--- src/rtl/core/mrte_pkg.sv ---
// ----------------------------------------------------------------------------
// mrte_pkg
// Shared types and constants of the repeat timer engine: operation codes,
// fixed field widths and the sequencer states.
// ----------------------------------------------------------------------------
package mrte_pkg;

   localparam int OP_W       = 2;
   localparam int SLOT_FLD_W = 4;
   localparam int INTERVAL_W = 24;
   localparam int FIRINGS_W  = 16;
   localparam int ELAPSED_W  = 16;

   localparam logic [OP_W-1:0] OP_TICK   = 2'd0;
   localparam logic [OP_W-1:0] OP_ADD    = 2'd1;
   localparam logic [OP_W-1:0] OP_REMOVE = 2'd2;

   localparam logic [FIRINGS_W-1:0] FIRINGS_ENDLESS = 16'hFFFF;
   localparam logic [FIRINGS_W-1:0] FIRINGS_SIGN    = 16'h8000;
   localparam logic [FIRINGS_W-1:0] FIRINGS_ONE     = 16'h0001;

   typedef enum logic [1:0] {
      ST_IDLE,
      ST_SWEEP,
      ST_FLUSH
   } state_type;

endpackage

--- src/rtl/core/mrte_slot_mem.sv ---
// ----------------------------------------------------------------------------
// mrte_slot_mem
// Slot table storage: one write port, one read port, read data registered.
// ----------------------------------------------------------------------------
module mrte_slot_mem #(
   parameter int DEPTH = 16,
   parameter int WIDTH = 65
) (
   input  logic                     clock,
   input  logic                     wr_en,
   input  logic [$clog2(DEPTH)-1:0] wr_addr,
   input  logic [WIDTH-1:0]         wr_data,
   input  logic [$clog2(DEPTH)-1:0] rd_addr,
   output logic [WIDTH-1:0]         rd_data
);

   logic [WIDTH-1:0] mem [DEPTH];
   logic [WIDTH-1:0] rd_data_ff;

   always_ff @(posedge clock) begin
      if (wr_en) begin
         mem[wr_addr] <= wr_data;
      end
      rd_data_ff <= mem[rd_addr];
   end

   assign rd_data = rd_data_ff;

endmodule

--- src/rtl/core/multi_slot_repeat_timer_engine.sv ---
// ----------------------------------------------------------------------------
// multi_slot_repeat_timer_engine
// Table of repeating timer slots that count ticks or milliseconds and report
// the slots that expire on each tick.
// ----------------------------------------------------------------------------
// Add and remove give no result. A tick holds req_stall high until its sweep
// and flush are done, longer while a result waits on rsp_stall and another
// expiry is already queued: the slot table sits in a synchronous memory
// with one write and one read port that is swept once for tick-counting
// slots and once for millisecond slots, one slot per cycle while no fired
// slot waits on a stalled queue. Slot occupancy lives in flip-flops cleared
// by reset, so no clearing pass follows reset. Results of a tick come out
// tick-counting slots first, each group in ascending slot order, with
// rsp_last on the final one; a tick that expires nothing gives none.
// ----------------------------------------------------------------------------
module multi_slot_repeat_timer_engine #(
   parameter int SLOT_COUNT  = 16,
   parameter int COUNT_WIDTH = 24
) (
   input  logic                                clock,
   input  logic                                reset,
   input  logic                                req_valid,
   output logic                                req_stall,
   input  logic [mrte_pkg::OP_W-1:0]           req_op,
   input  logic [mrte_pkg::SLOT_FLD_W-1:0]     req_slot,
   input  logic                                req_kind,
   input  logic [mrte_pkg::INTERVAL_W-1:0]     req_interval,
   input  logic signed [mrte_pkg::FIRINGS_W-1:0] req_repeat_count,
   input  logic [mrte_pkg::ELAPSED_W-1:0]      req_elapsed_ms,
   output logic                                rsp_valid,
   input  logic                                rsp_stall,
   output logic [mrte_pkg::SLOT_FLD_W-1:0]     rsp_fired_slot,
   output logic                                rsp_fired_kind,
   output logic                                rsp_last
);

   import mrte_pkg::*;

   localparam int SLOT_W  = $clog2(SLOT_COUNT);
   localparam int CW      = COUNT_WIDTH;
   localparam int ENTRY_W = 1 + FIRINGS_W + 2 * CW;
   localparam int CMP_W   = (CW > ELAPSED_W) ? CW : ELAPSED_W;
   localparam logic [SLOT_W-1:0] LAST_SLOT = SLOT_W'(SLOT_COUNT - 1);

   state_type state_ff, state_in;

   logic [SLOT_COUNT-1:0] valid_ff, valid_in;
   logic [ELAPSED_W-1:0]  elapsed_ff, elapsed_in;
   logic [SLOT_W-1:0]     iss_slot_ff, iss_slot_in;
   logic                  iss_pass_ff, iss_pass_in;
   logic                  iss_done_ff, iss_done_in;
   logic                  b_valid_ff, b_valid_in;
   logic [SLOT_W-1:0]     b_slot_ff, b_slot_in;
   logic                  b_pass_ff, b_pass_in;
   logic                  pend_valid_ff, pend_valid_in;
   logic [SLOT_W-1:0]     pend_slot_ff, pend_slot_in;
   logic                  pend_kind_ff, pend_kind_in;
   logic                  rsp_valid_ff, rsp_valid_in;
   logic [SLOT_FLD_W-1:0] rsp_slot_ff, rsp_slot_in;
   logic                  rsp_kind_ff, rsp_kind_in;
   logic                  rsp_last_ff, rsp_last_in;

   logic                  sweep_en;
   logic                  flush_en;
   logic                  accept;
   logic                  slot_hit;
   logic [SLOT_W-1:0]     req_idx;

   logic                  wr_en;
   logic [SLOT_W-1:0]     wr_addr;
   logic [ENTRY_W-1:0]    wr_data;
   logic [SLOT_W-1:0]     rd_addr;
   logic [ENTRY_W-1:0]    rd_data;

   logic [CW-1:0]         rd_cd;
   logic [CW-1:0]         rd_rl;
   logic [FIRINGS_W-1:0]  rd_fl;
   logic                  rd_kind;
   logic [ELAPSED_W-1:0]  amount;
   logic                  b_active;
   logic                  b_fire;
   logic                  b_final;
   logic                  b_hold;
   logic                  out_free;
   logic [CW-1:0]         new_cd;
   logic [FIRINGS_W-1:0]  new_fl;

   mrte_slot_mem #(
      .DEPTH (SLOT_COUNT),
      .WIDTH (ENTRY_W)
   ) u_mem (
      .clock   (clock),
      .wr_en   (wr_en),
      .wr_addr (wr_addr),
      .wr_data (wr_data),
      .rd_addr (rd_addr),
      .rd_data (rd_data)
   );

   assign accept   = req_valid && !req_stall;
   assign slot_hit = 32'(req_slot) < SLOT_COUNT;
   assign req_idx  = SLOT_W'(req_slot);
   assign out_free = !rsp_valid_ff || !rsp_stall;

   assign rd_cd   = rd_data[CW-1:0];
   assign rd_rl   = rd_data[2*CW-1:CW];
   assign rd_fl   = rd_data[2*CW+FIRINGS_W-1:2*CW];
   assign rd_kind = rd_data[ENTRY_W-1];

   // drain one slot
   always_comb begin
      amount   = b_pass_ff ? elapsed_ff : ELAPSED_W'(1);
      b_active = sweep_en && b_valid_ff && valid_ff[b_slot_ff] && (rd_kind == b_pass_ff);
      b_fire   = b_active && (CMP_W'(rd_cd) <= CMP_W'(amount));
      b_final  = (rd_fl != FIRINGS_ENDLESS) &&
                 ((rd_fl <= FIRINGS_ONE) || (rd_fl >= FIRINGS_SIGN));
      b_hold   = b_fire && pend_valid_ff && !out_free;
      new_cd   = b_fire ? rd_rl : CW'(CMP_W'(rd_cd) - CMP_W'(amount));
      new_fl   = (b_fire && (rd_fl != FIRINGS_ENDLESS)) ? rd_fl - FIRINGS_ONE : rd_fl;
   end

   always_comb begin
      state_in = state_ff;
      unique case (state_ff)
         ST_IDLE: begin
            if (accept && (req_op == OP_TICK)) begin
               state_in = ST_SWEEP;
            end
         end
         ST_SWEEP: begin
            if (iss_done_ff && !b_hold) begin
               state_in = ST_FLUSH;
            end
         end
         ST_FLUSH: begin
            if (!pend_valid_ff || out_free) begin
               state_in = ST_IDLE;
            end
         end
         default: state_in = ST_IDLE;
      endcase
   end

   always_comb begin
      req_stall = 1'b1;
      sweep_en  = 1'b0;
      flush_en  = 1'b0;
      unique case (state_ff)
         ST_IDLE:  req_stall = 1'b0;
         ST_SWEEP: sweep_en  = 1'b1;
         ST_FLUSH: flush_en  = 1'b1;
         default:  req_stall = 1'b1;
      endcase
   end

   // issue, table writes, queue and output
   always_comb begin
      valid_in      = valid_ff;
      elapsed_in    = elapsed_ff;
      iss_slot_in   = iss_slot_ff;
      iss_pass_in   = iss_pass_ff;
      iss_done_in   = iss_done_ff;
      b_valid_in    = b_valid_ff;
      b_slot_in     = b_slot_ff;
      b_pass_in     = b_pass_ff;
      pend_valid_in = pend_valid_ff;
      pend_slot_in  = pend_slot_ff;
      pend_kind_in  = pend_kind_ff;
      rsp_valid_in  = rsp_valid_ff && rsp_stall;
      rsp_slot_in   = rsp_slot_ff;
      rsp_kind_in   = rsp_kind_ff;
      rsp_last_in   = rsp_last_ff;
      rd_addr       = iss_slot_ff;
      wr_en         = 1'b0;
      wr_addr       = req_idx;
      wr_data       = {req_kind, req_repeat_count, CW'(req_interval), CW'(req_interval)};

      if (accept) begin
         case (req_op)
            OP_TICK: begin
               elapsed_in  = req_elapsed_ms;
               iss_slot_in = '0;
               iss_pass_in = 1'b0;
               iss_done_in = 1'b0;
               b_valid_in  = 1'b0;
            end
            OP_ADD: begin
               if (slot_hit) begin
                  wr_en             = 1'b1;
                  valid_in[req_idx] = 1'b1;
               end
            end
            OP_REMOVE: begin
               if (slot_hit) begin
                  valid_in[req_idx] = 1'b0;
               end
            end
            default: ;
         endcase
      end

      if (sweep_en) begin
         if (b_hold) begin
            rd_addr = b_slot_ff;
         end else begin
            if (b_active) begin
               wr_en   = 1'b1;
               wr_addr = b_slot_ff;
               wr_data = {rd_kind, new_fl, rd_rl, new_cd};
               if (b_fire && b_final) begin
                  valid_in[b_slot_ff] = 1'b0;
               end
            end
            if (b_fire) begin
               if (pend_valid_ff) begin
                  rsp_valid_in = 1'b1;
                  rsp_slot_in  = SLOT_FLD_W'(pend_slot_ff);
                  rsp_kind_in  = pend_kind_ff;
                  rsp_last_in  = 1'b0;
               end
               pend_valid_in = 1'b1;
               pend_slot_in  = b_slot_ff;
               pend_kind_in  = b_pass_ff;
            end
            b_valid_in = !iss_done_ff;
            b_slot_in  = iss_slot_ff;
            b_pass_in  = iss_pass_ff;
            if (!iss_done_ff) begin
               if (iss_slot_ff == LAST_SLOT) begin
                  iss_slot_in = '0;
                  iss_pass_in = 1'b1;
                  iss_done_in = iss_pass_ff;
               end else begin
                  iss_slot_in = iss_slot_ff + SLOT_W'(1);
               end
            end
         end
      end

      if (flush_en && pend_valid_ff && out_free) begin
         rsp_valid_in  = 1'b1;
         rsp_slot_in   = SLOT_FLD_W'(pend_slot_ff);
         rsp_kind_in   = pend_kind_ff;
         rsp_last_in   = 1'b1;
         pend_valid_in = 1'b0;
      end
   end

   always_ff @(posedge clock) begin
      if (reset) begin
         state_ff      <= ST_IDLE;
         valid_ff      <= '0;
         b_valid_ff    <= 1'b0;
         pend_valid_ff <= 1'b0;
         rsp_valid_ff  <= 1'b0;
         iss_done_ff   <= 1'b1;
      end else begin
         state_ff      <= state_in;
         valid_ff      <= valid_in;
         b_valid_ff    <= b_valid_in;
         pend_valid_ff <= pend_valid_in;
         rsp_valid_ff  <= rsp_valid_in;
         iss_done_ff   <= iss_done_in;
      end
   end

   always_ff @(posedge clock) begin
      elapsed_ff   <= elapsed_in;
      iss_slot_ff  <= iss_slot_in;
      iss_pass_ff  <= iss_pass_in;
      b_slot_ff    <= b_slot_in;
      b_pass_ff    <= b_pass_in;
      pend_slot_ff <= pend_slot_in;
      pend_kind_ff <= pend_kind_in;
      rsp_slot_ff  <= rsp_slot_in;
      rsp_kind_ff  <= rsp_kind_in;
      rsp_last_ff  <= rsp_last_in;
   end

   assign rsp_valid      = rsp_valid_ff;
   assign rsp_fired_slot = rsp_slot_ff;
   assign rsp_fired_kind = rsp_kind_ff;
   assign rsp_last       = rsp_last_ff;

endmodule

--- config.mk ---
export PLATFORM = sky130hd
export DESIGN_NAME = multi_slot_repeat_timer_engine
export DESIGN_NICKNAME = d
export VERILOG_FILES = /design/src/rtl/core/mrte_pkg.sv /design/src/rtl/core/mrte_slot_mem.sv /design/src/rtl/core/multi_slot_repeat_timer_engine.sv
export SDC_FILE = /design/constraint.sdc
export NUM_CORES = 2
export LEC_CHECK = 0
export BUFFER_PORTS_ARGS = -buffer_cell sky130_fd_sc_hd__buf_4
export CORE_MARGIN = 3
export CORE_UTILIZATION = 55
export CTS_CLUSTER_SIZE = 24
export DETAILED_ROUTE_END_ITERATION = 8
export PLACE_DENSITY_LB_ADDON = 0.1
export SYNTH_ARGS = -nofsm -noshare
export SYNTH_HDL_FRONTEND = slang
export SYNTH_SLANG_ARGS = --single-unit
--- constraint.sdc ---
create_clock -name clock -period 11.35 [get_ports clock]
set_input_delay 1.135 -clock clock [delete_from_list [all_inputs] [get_ports clock]]
set_output_delay 1.135 -clock clock [all_outputs]
set_load 0.02 [all_outputs]
Word level (Yosys, flattened, before mapping) --
Memories as Yosys holds them, arrays and structs flattened. A register that Yosys moved wholly into a read port is not among the register bits. Index checks and enable logic that the tools add are counted. W data, S select, Z words.
Cells by class: reduce and logical (&&, ||, !) cells 38, $lt $le $gt $ge 7, $add $sub $neg 3, equal/unequal tests 11, bitwise gates (word level) 6, mux-type cells 74
Operator list (number):
- $mux W65 | 3
- $mux W16 | 7
- $mux W4 | 16
- $mux W1 | 39
- $and A16 B16 Y16 | 2
- $not A16 Y16 | 2
- $pmux W16 S2 | 1
- $le A24 B16 Y1 | 1
- $mux W24 | 1
- $sub A24 B16 Y24 | 1
- $logic_and A1 B1 Y1 | 17
- $ge A16 B16 Y1 const B | 1
- $le A16 B1 Y1 const B | 1
- $ne A16 B16 Y1 const B | 1
- $or A16 B16 Y16 | 1
- $sub A16 B1 Y16 const B | 1
- $lt A4 B5 Y1 const B | 2
- $demux W1 S4 | 2
- $ge A4 B1 Y1 const B | 2
- $reduce_and A4 Y1 | 2
- $logic_not A1 Y1 | 6
- $mux W2 | 3
- $pmux W2 S3 | 1
- $reduce_and A3 Y1 | 2
- other kinds (14) | 24
Word-level totals: bits of input ports 67, output and inout bits 8, register bits 59, memories 1, bits in writable memories 1040
Memories:
- u_mem.mem | depth 16, bits a word 65, rd ports 1, clocked after Yosys merged registers in 1, write ports 1, line mrte_slot_mem.sv:17 | logic [WIDTH-1:0] mem [DEPTH];

Longest topological paths before layout --
depth in word-level cells 13, depth in mapped cells 16, depth with buffers taken out 12

Modules after synthesis --
A second synthesis with hierarchy kept.
Second synthesis, totals: cells, all modules 2377, area total of the unflattened synthesis 45621.3 um^2
Modules (own cells, without submodules):
- mrte_slot_mem | sequential area each 32531.2 um^2, times used 1, cells an instance 1673, area an instance 40243.6 um^2
- multi_slot_repeat_timer_engine | sequential area each 1491.4 um^2, times used 1, cells an instance 704, area an instance 5377.7 um^2

Worst setup path after synthesis --
No wires, ideal clock.
kind register to register, start point register b_pass_ff, end point memory u_mem.mem[12][0], enable pin, required time 10.861 ns, period minus slack after synthesis 6.709 ns, library setup time 0.489 ns, cell stages (with the launch flop) 14, slack 4.641 ns, data arrival time 6.221 ns, path through edfxtp_1 -> clkbuf_1 -> clkbuf_1 -> nand2_1 -> ha_1 -> nand2_1 -> or3_1 -> nor3_1 -> o21ai_0 -> o21ai_0 -> clkbuf_1 -> buf_1 -> a21oi_1 -> nor2_1
Between the ends: longest elaborated chain between the ends 9, elaborated cells between the ends (all ways) 15, classes of those cells order compare (1); eq/ne (1); mux (9); reduce/logical (4)
RTL lines:
- start, declared | line multi_slot_repeat_timer_engine.sv:54 | logic b_pass_ff, b_pass_in;
- start signal, assigned | line multi_slot_repeat_timer_engine.sv:272 | b_pass_ff <= b_pass_in;
- $mux W16 or $eq A1 B1 Y1 (tied branches) | line multi_slot_repeat_timer_engine.sv:112, multi_slot_repeat_timer_engine.sv:113
- $le A24 B16 Y1 or $logic_and A1 B1 Y1 (tied branches) | line multi_slot_repeat_timer_engine.sv:114, multi_slot_repeat_timer_engine.sv:113
- $logic_and A1 B1 Y1 | line multi_slot_repeat_timer_engine.sv:114 | b_fire = b_active && (CMP_W'(rd_cd) <= CMP_W'(amount));
- $logic_and A1 B1 Y1 (2 in a row) | line multi_slot_repeat_timer_engine.sv:117 | b_hold = b_fire && pend_valid_ff && !out_free;
- $mux W1 | line multi_slot_repeat_timer_engine.sv:203 | if (b_hold) begin
- $mux W1 | line multi_slot_repeat_timer_engine.sv:202 | if (sweep_en) begin
- $mux W1 | line mrte_slot_mem.sv:21 | if (wr_en) begin
- $mux W1 (implied by the code) | line mrte_slot_mem.sv:22 | mem[wr_addr] <= wr_data;
- end, declared | line mrte_slot_mem.sv:17
Several ways; a longest one is shown, not always the timed one.

Final worst setup path --
start point register b_pass_ff, end point memory u_mem.mem[14][8], enable pin
The elaborated chain is that of the path after synthesis.

==> run_results.csv <==
group,metric,value,unit
run_status,status,"completed",
global_routing,grt_max_degree,141,
worst_setup_path,startpoint_type,"register",
power,pwr_density_cell,176.6,mW/mm²
synth,yosys_warnings,0,
floorplanning,start_util,55.60,%
synth,synth_ff_type,"edfxtp_1",
flow_run,drv_cap,0,
cts,clock_latency,0.69,ns
floorplanning,die_area,0.08664,mm²
synth,synth_edf_count,1071,
global_routing,grtUsageMet1,38.21,%
synth,ys_top_cells_by_count,"edfxtp_1 (1,071), mux2i_1 (524), o22ai_1 (261)",
cts,numClockSinks,1164,
synth,synth.most_common_cell,"edfxtp_1",
cts,cts_setup_buffers,0,
power,leakage,20.16,nW
synth,synth_seq_cells,1164,
synth,synth_cells,2773,
global_routing,met2_usage,41.24,%
global_routing,grt_pass1_wl,164700,µm
layout,nNetsFinal,2964,
floorplanning,die_x,294.3,µm
synth,synth_fp_nets,2864,
worst_setup_path,cp.arrival,6.60,ns
timing,tightest_slew,1.377,ns
cts,h-tree-depth,3,
global_routing,grt_use_total,25.95,%
global_routing,overflow,0,
synth,synth_area,0.04573,mm²
floorplanning,coreArea,0.08224,mm²
cts,cts_tree,"built",
routing,routed_wl,112700,µm
layout,layout-drive-gt1-share,12.52,%
timing,rsz0062_at_grt,"no",
routing,detail-route-antenna-nets,0,
synth,synthDominantCellAreaShare,70.33,%
global_routing,met3_usage,3.737,%
floorplanning,row_count,105,
timing,post-route-min-period,6.317,ns
timing,totalNegativeSetupSlack,0,ns
cts,cts_root_buf,"clkbuf_16",
timing,fin_crit_sh,55.66,%
global_routing,antenna_found_initial,1,
timing,slew_headroom,7.570,%
global_routing,busiest_layer,"met2",
placed_design,gp_congestion,0.8506,
synth,synth.area.top_cells,"edfxtp_1 (70%), mux2i_1 (11%), dfxtp_1 (4.1%), o22ai_1 (3.6%), nand2_1 (1.3%)",
timing,fmax,158.3,MHz
layout,syn_to_final_growth,12.65,%
global_routing,grt_pass1_vias,25011,
synth,async_flop_share,0,%
timing,final_max_slew_viol_count,0,
timing,clock-skew-final,0.03571,ns
worst_setup_path,cp_max_fo,48,
routing,drt_iter0_markers,2911,
cts,clk_pin_slew,0.06,ns
floorplanning,die_h,294.3,µm
power,ir_worst_vdd,0.1370,mV
placed_design,hpwl,62670,µm
placed_design,port_buffers,74,
synth,yosysSeqAreaShare,74.40,%
worst_setup_path,endpoint_kind,"register",
routing,wl_per_cell,27.89,µm
cts,cts_buffers,114,
placed_design,dp_cells,3825,
synth,synth_largest_area_cell,"edfxtp_1",
worst_setup_path,cp_data_required_time,11.63,ns
routing,drc,0,
cts,cts_buffer_depth,3,
timing,setup_viol,0,
floorplanning,pin_count,75,
cts,postCtsHoldBufs,0,
routing,num_vias,25268,
power,total_power,9.098,mW
layout,instances_no_fill,4043,
cts,cts_resized,0,
worst_setup_path,worstSetupPathType,"register to register",
synth,ys_types,60,
synth,synth_area_per_cell,16.49,µm²
worst_hold_path,hold_class,"register to register",
routing,via_per_inst,6.250,
routing,drtPass1Iterations,5,
timing,hold_violations,0,
[per-layer routing]
layer | part of all wire [%] | wire length, µm
met1 | 44 | 49110
met3 | 7.1 | 8030
met5 | 0 | 0
met4 | 2.1 | 2379
met2 | 47 | 53220
[worst max-delay path, stage by stage, from the launching register on]
cell and delay, ns:
edfxtp_1 0.78, nand2b_1 0.13, ha_1 0.25, fa_1 0.43
nand2b_1 0.18, a211oi_1 0.21, nor2_1 0.15, o21a_1 0.33
o21ai_0 0.44, o21ai_4 0.21, nor3b_1 0.75, a21oi_1 0.41
nor2_4 0.71, buf_4 0.86
[layout make-up]
| type | instances | area [µm²] |
|---|---|---|
| clock buffers | 146 | 3083 |
| repair buffers | 142 | 1116 |
| fillers | 5889 | 30730 |
| multi-input cells | 1431 | 10980 |
| clock inverters | 69 | 897.1 |
| well taps | 1070 | 1339 |
| flip-flops and latches | 1164 | 34020 |
| inverters | 20 | 75.07 |
| diodes | 1 | 2.502 |
[flip-flops by register name, summed over array words and instances, names as in the netlist]
signal and cells:
elapsed_ff 16, rsp_valid 1, pend_valid_ff 1, b_slot_ff 4, iss_pass_ff 1, valid_ff 16, rsp_fired_kind 1, u_mem.rd_data 65
state_ff 2, pend_slot_ff 4, u_mem.mem 1040, rsp_last 1, iss_slot_ff 4, rsp_fired_slot 4, pend_kind_ff 1, b_pass_ff 1
b_valid_ff 1, iss_done_ff 1
[metrics by stage]
step | cell area (µm²) | hold slack (ns) | utilization (%) | setup slack (ns)
4_1_cts | 51490 | 0.4236 | 62.61 | 4.912
3_5_place_dp | 47510 | 0.4098 | 57.77 | 4.935
3_3_place_gp | 47510 | 0.4066 | 57.77 | 5.058
5_1_grt | 51510 | 0.4369 | 62.63 | 4.588
6_report | 51510 | 0.4252 | 62.64 | 5.033
2_1_floorplan | 45730 | 0.4003 | - | 4.641
[power breakdown]
group          switching (mW)  internal, mW
clock                    1.60          2.32
combinational           0.271         0.163
sequential             0.0302          4.72
total                    1.90          7.20
[worst paths after layout]
kind	cells past startpoint	slack (ns)	startpoint	to
min reg2reg	0	0.43	pend_slot_ff[2]$_DFFE_PP_	rsp_fired_slot[2]$_DFFE_PP_
max reg2reg	13	5.03	b_pass_ff$_DFFE_PN_	u_mem.mem[14][8]$_DFFE_PP_
min	0	0.43	pend_slot_ff[2]$_DFFE_PP_	rsp_fired_slot[2]$_DFFE_PP_
max	13	5.03	b_pass_ff$_DFFE_PN_	u_mem.mem[14][8]$_DFFE_PP_
[cell families after synthesis]
| kind of cell | Yosys count | synth area share, % |
|---|---|---|
| flip-flops | 1164 | 74.40 |
| multiplexers | 529 | 11.72 |
| AO/OA/AOI/OAI | 447 | 6.063 |
| AND/OR/NAND/NOR | 399 | 4.375 |
| buffers and inverters | 178 | 2.159 |
| XOR/XNOR | 32 | 0.6129 |
| adder cells (fa/ha/maj) | 24 | 0.6731 |
[placed cells by master (no fill, tap or decap), types with 6 or more instances in the layout]
master,Yosys,final
a2111oi_0,16,16
a21oi_1,80,76
and3_1,10,10
buf_4,16,138
bufinv_16,0,17
clkbuf_1,55,21
clkbuf_16,0,114
clkbuf_8,0,11
clkinv_1,0,8
clkinv_2,0,22
clkinvlp_4,0,9
dfxtp_1,93,93
edfxtp_1,1071,1071
ha_1,23,23
inv_1,20,20
mux2i_1,524,523
nand2_1,153,153
nand2b_1,8,8
nand3_1,17,17
nand4_1,8,8
nor2_1,70,54
nor2_4,0,16
nor2b_1,8,8
nor3_1,25,25
nor3b_1,6,6
nor4_1,6,6
o21ai_0,49,27
o21ai_1,1,17
o22ai_1,261,261
or3_1,7,7
or4_1,65,65
xnor2_1,21,21
xor2_1,11,11
No activity file was read; power rests on OpenSTA's default activity.
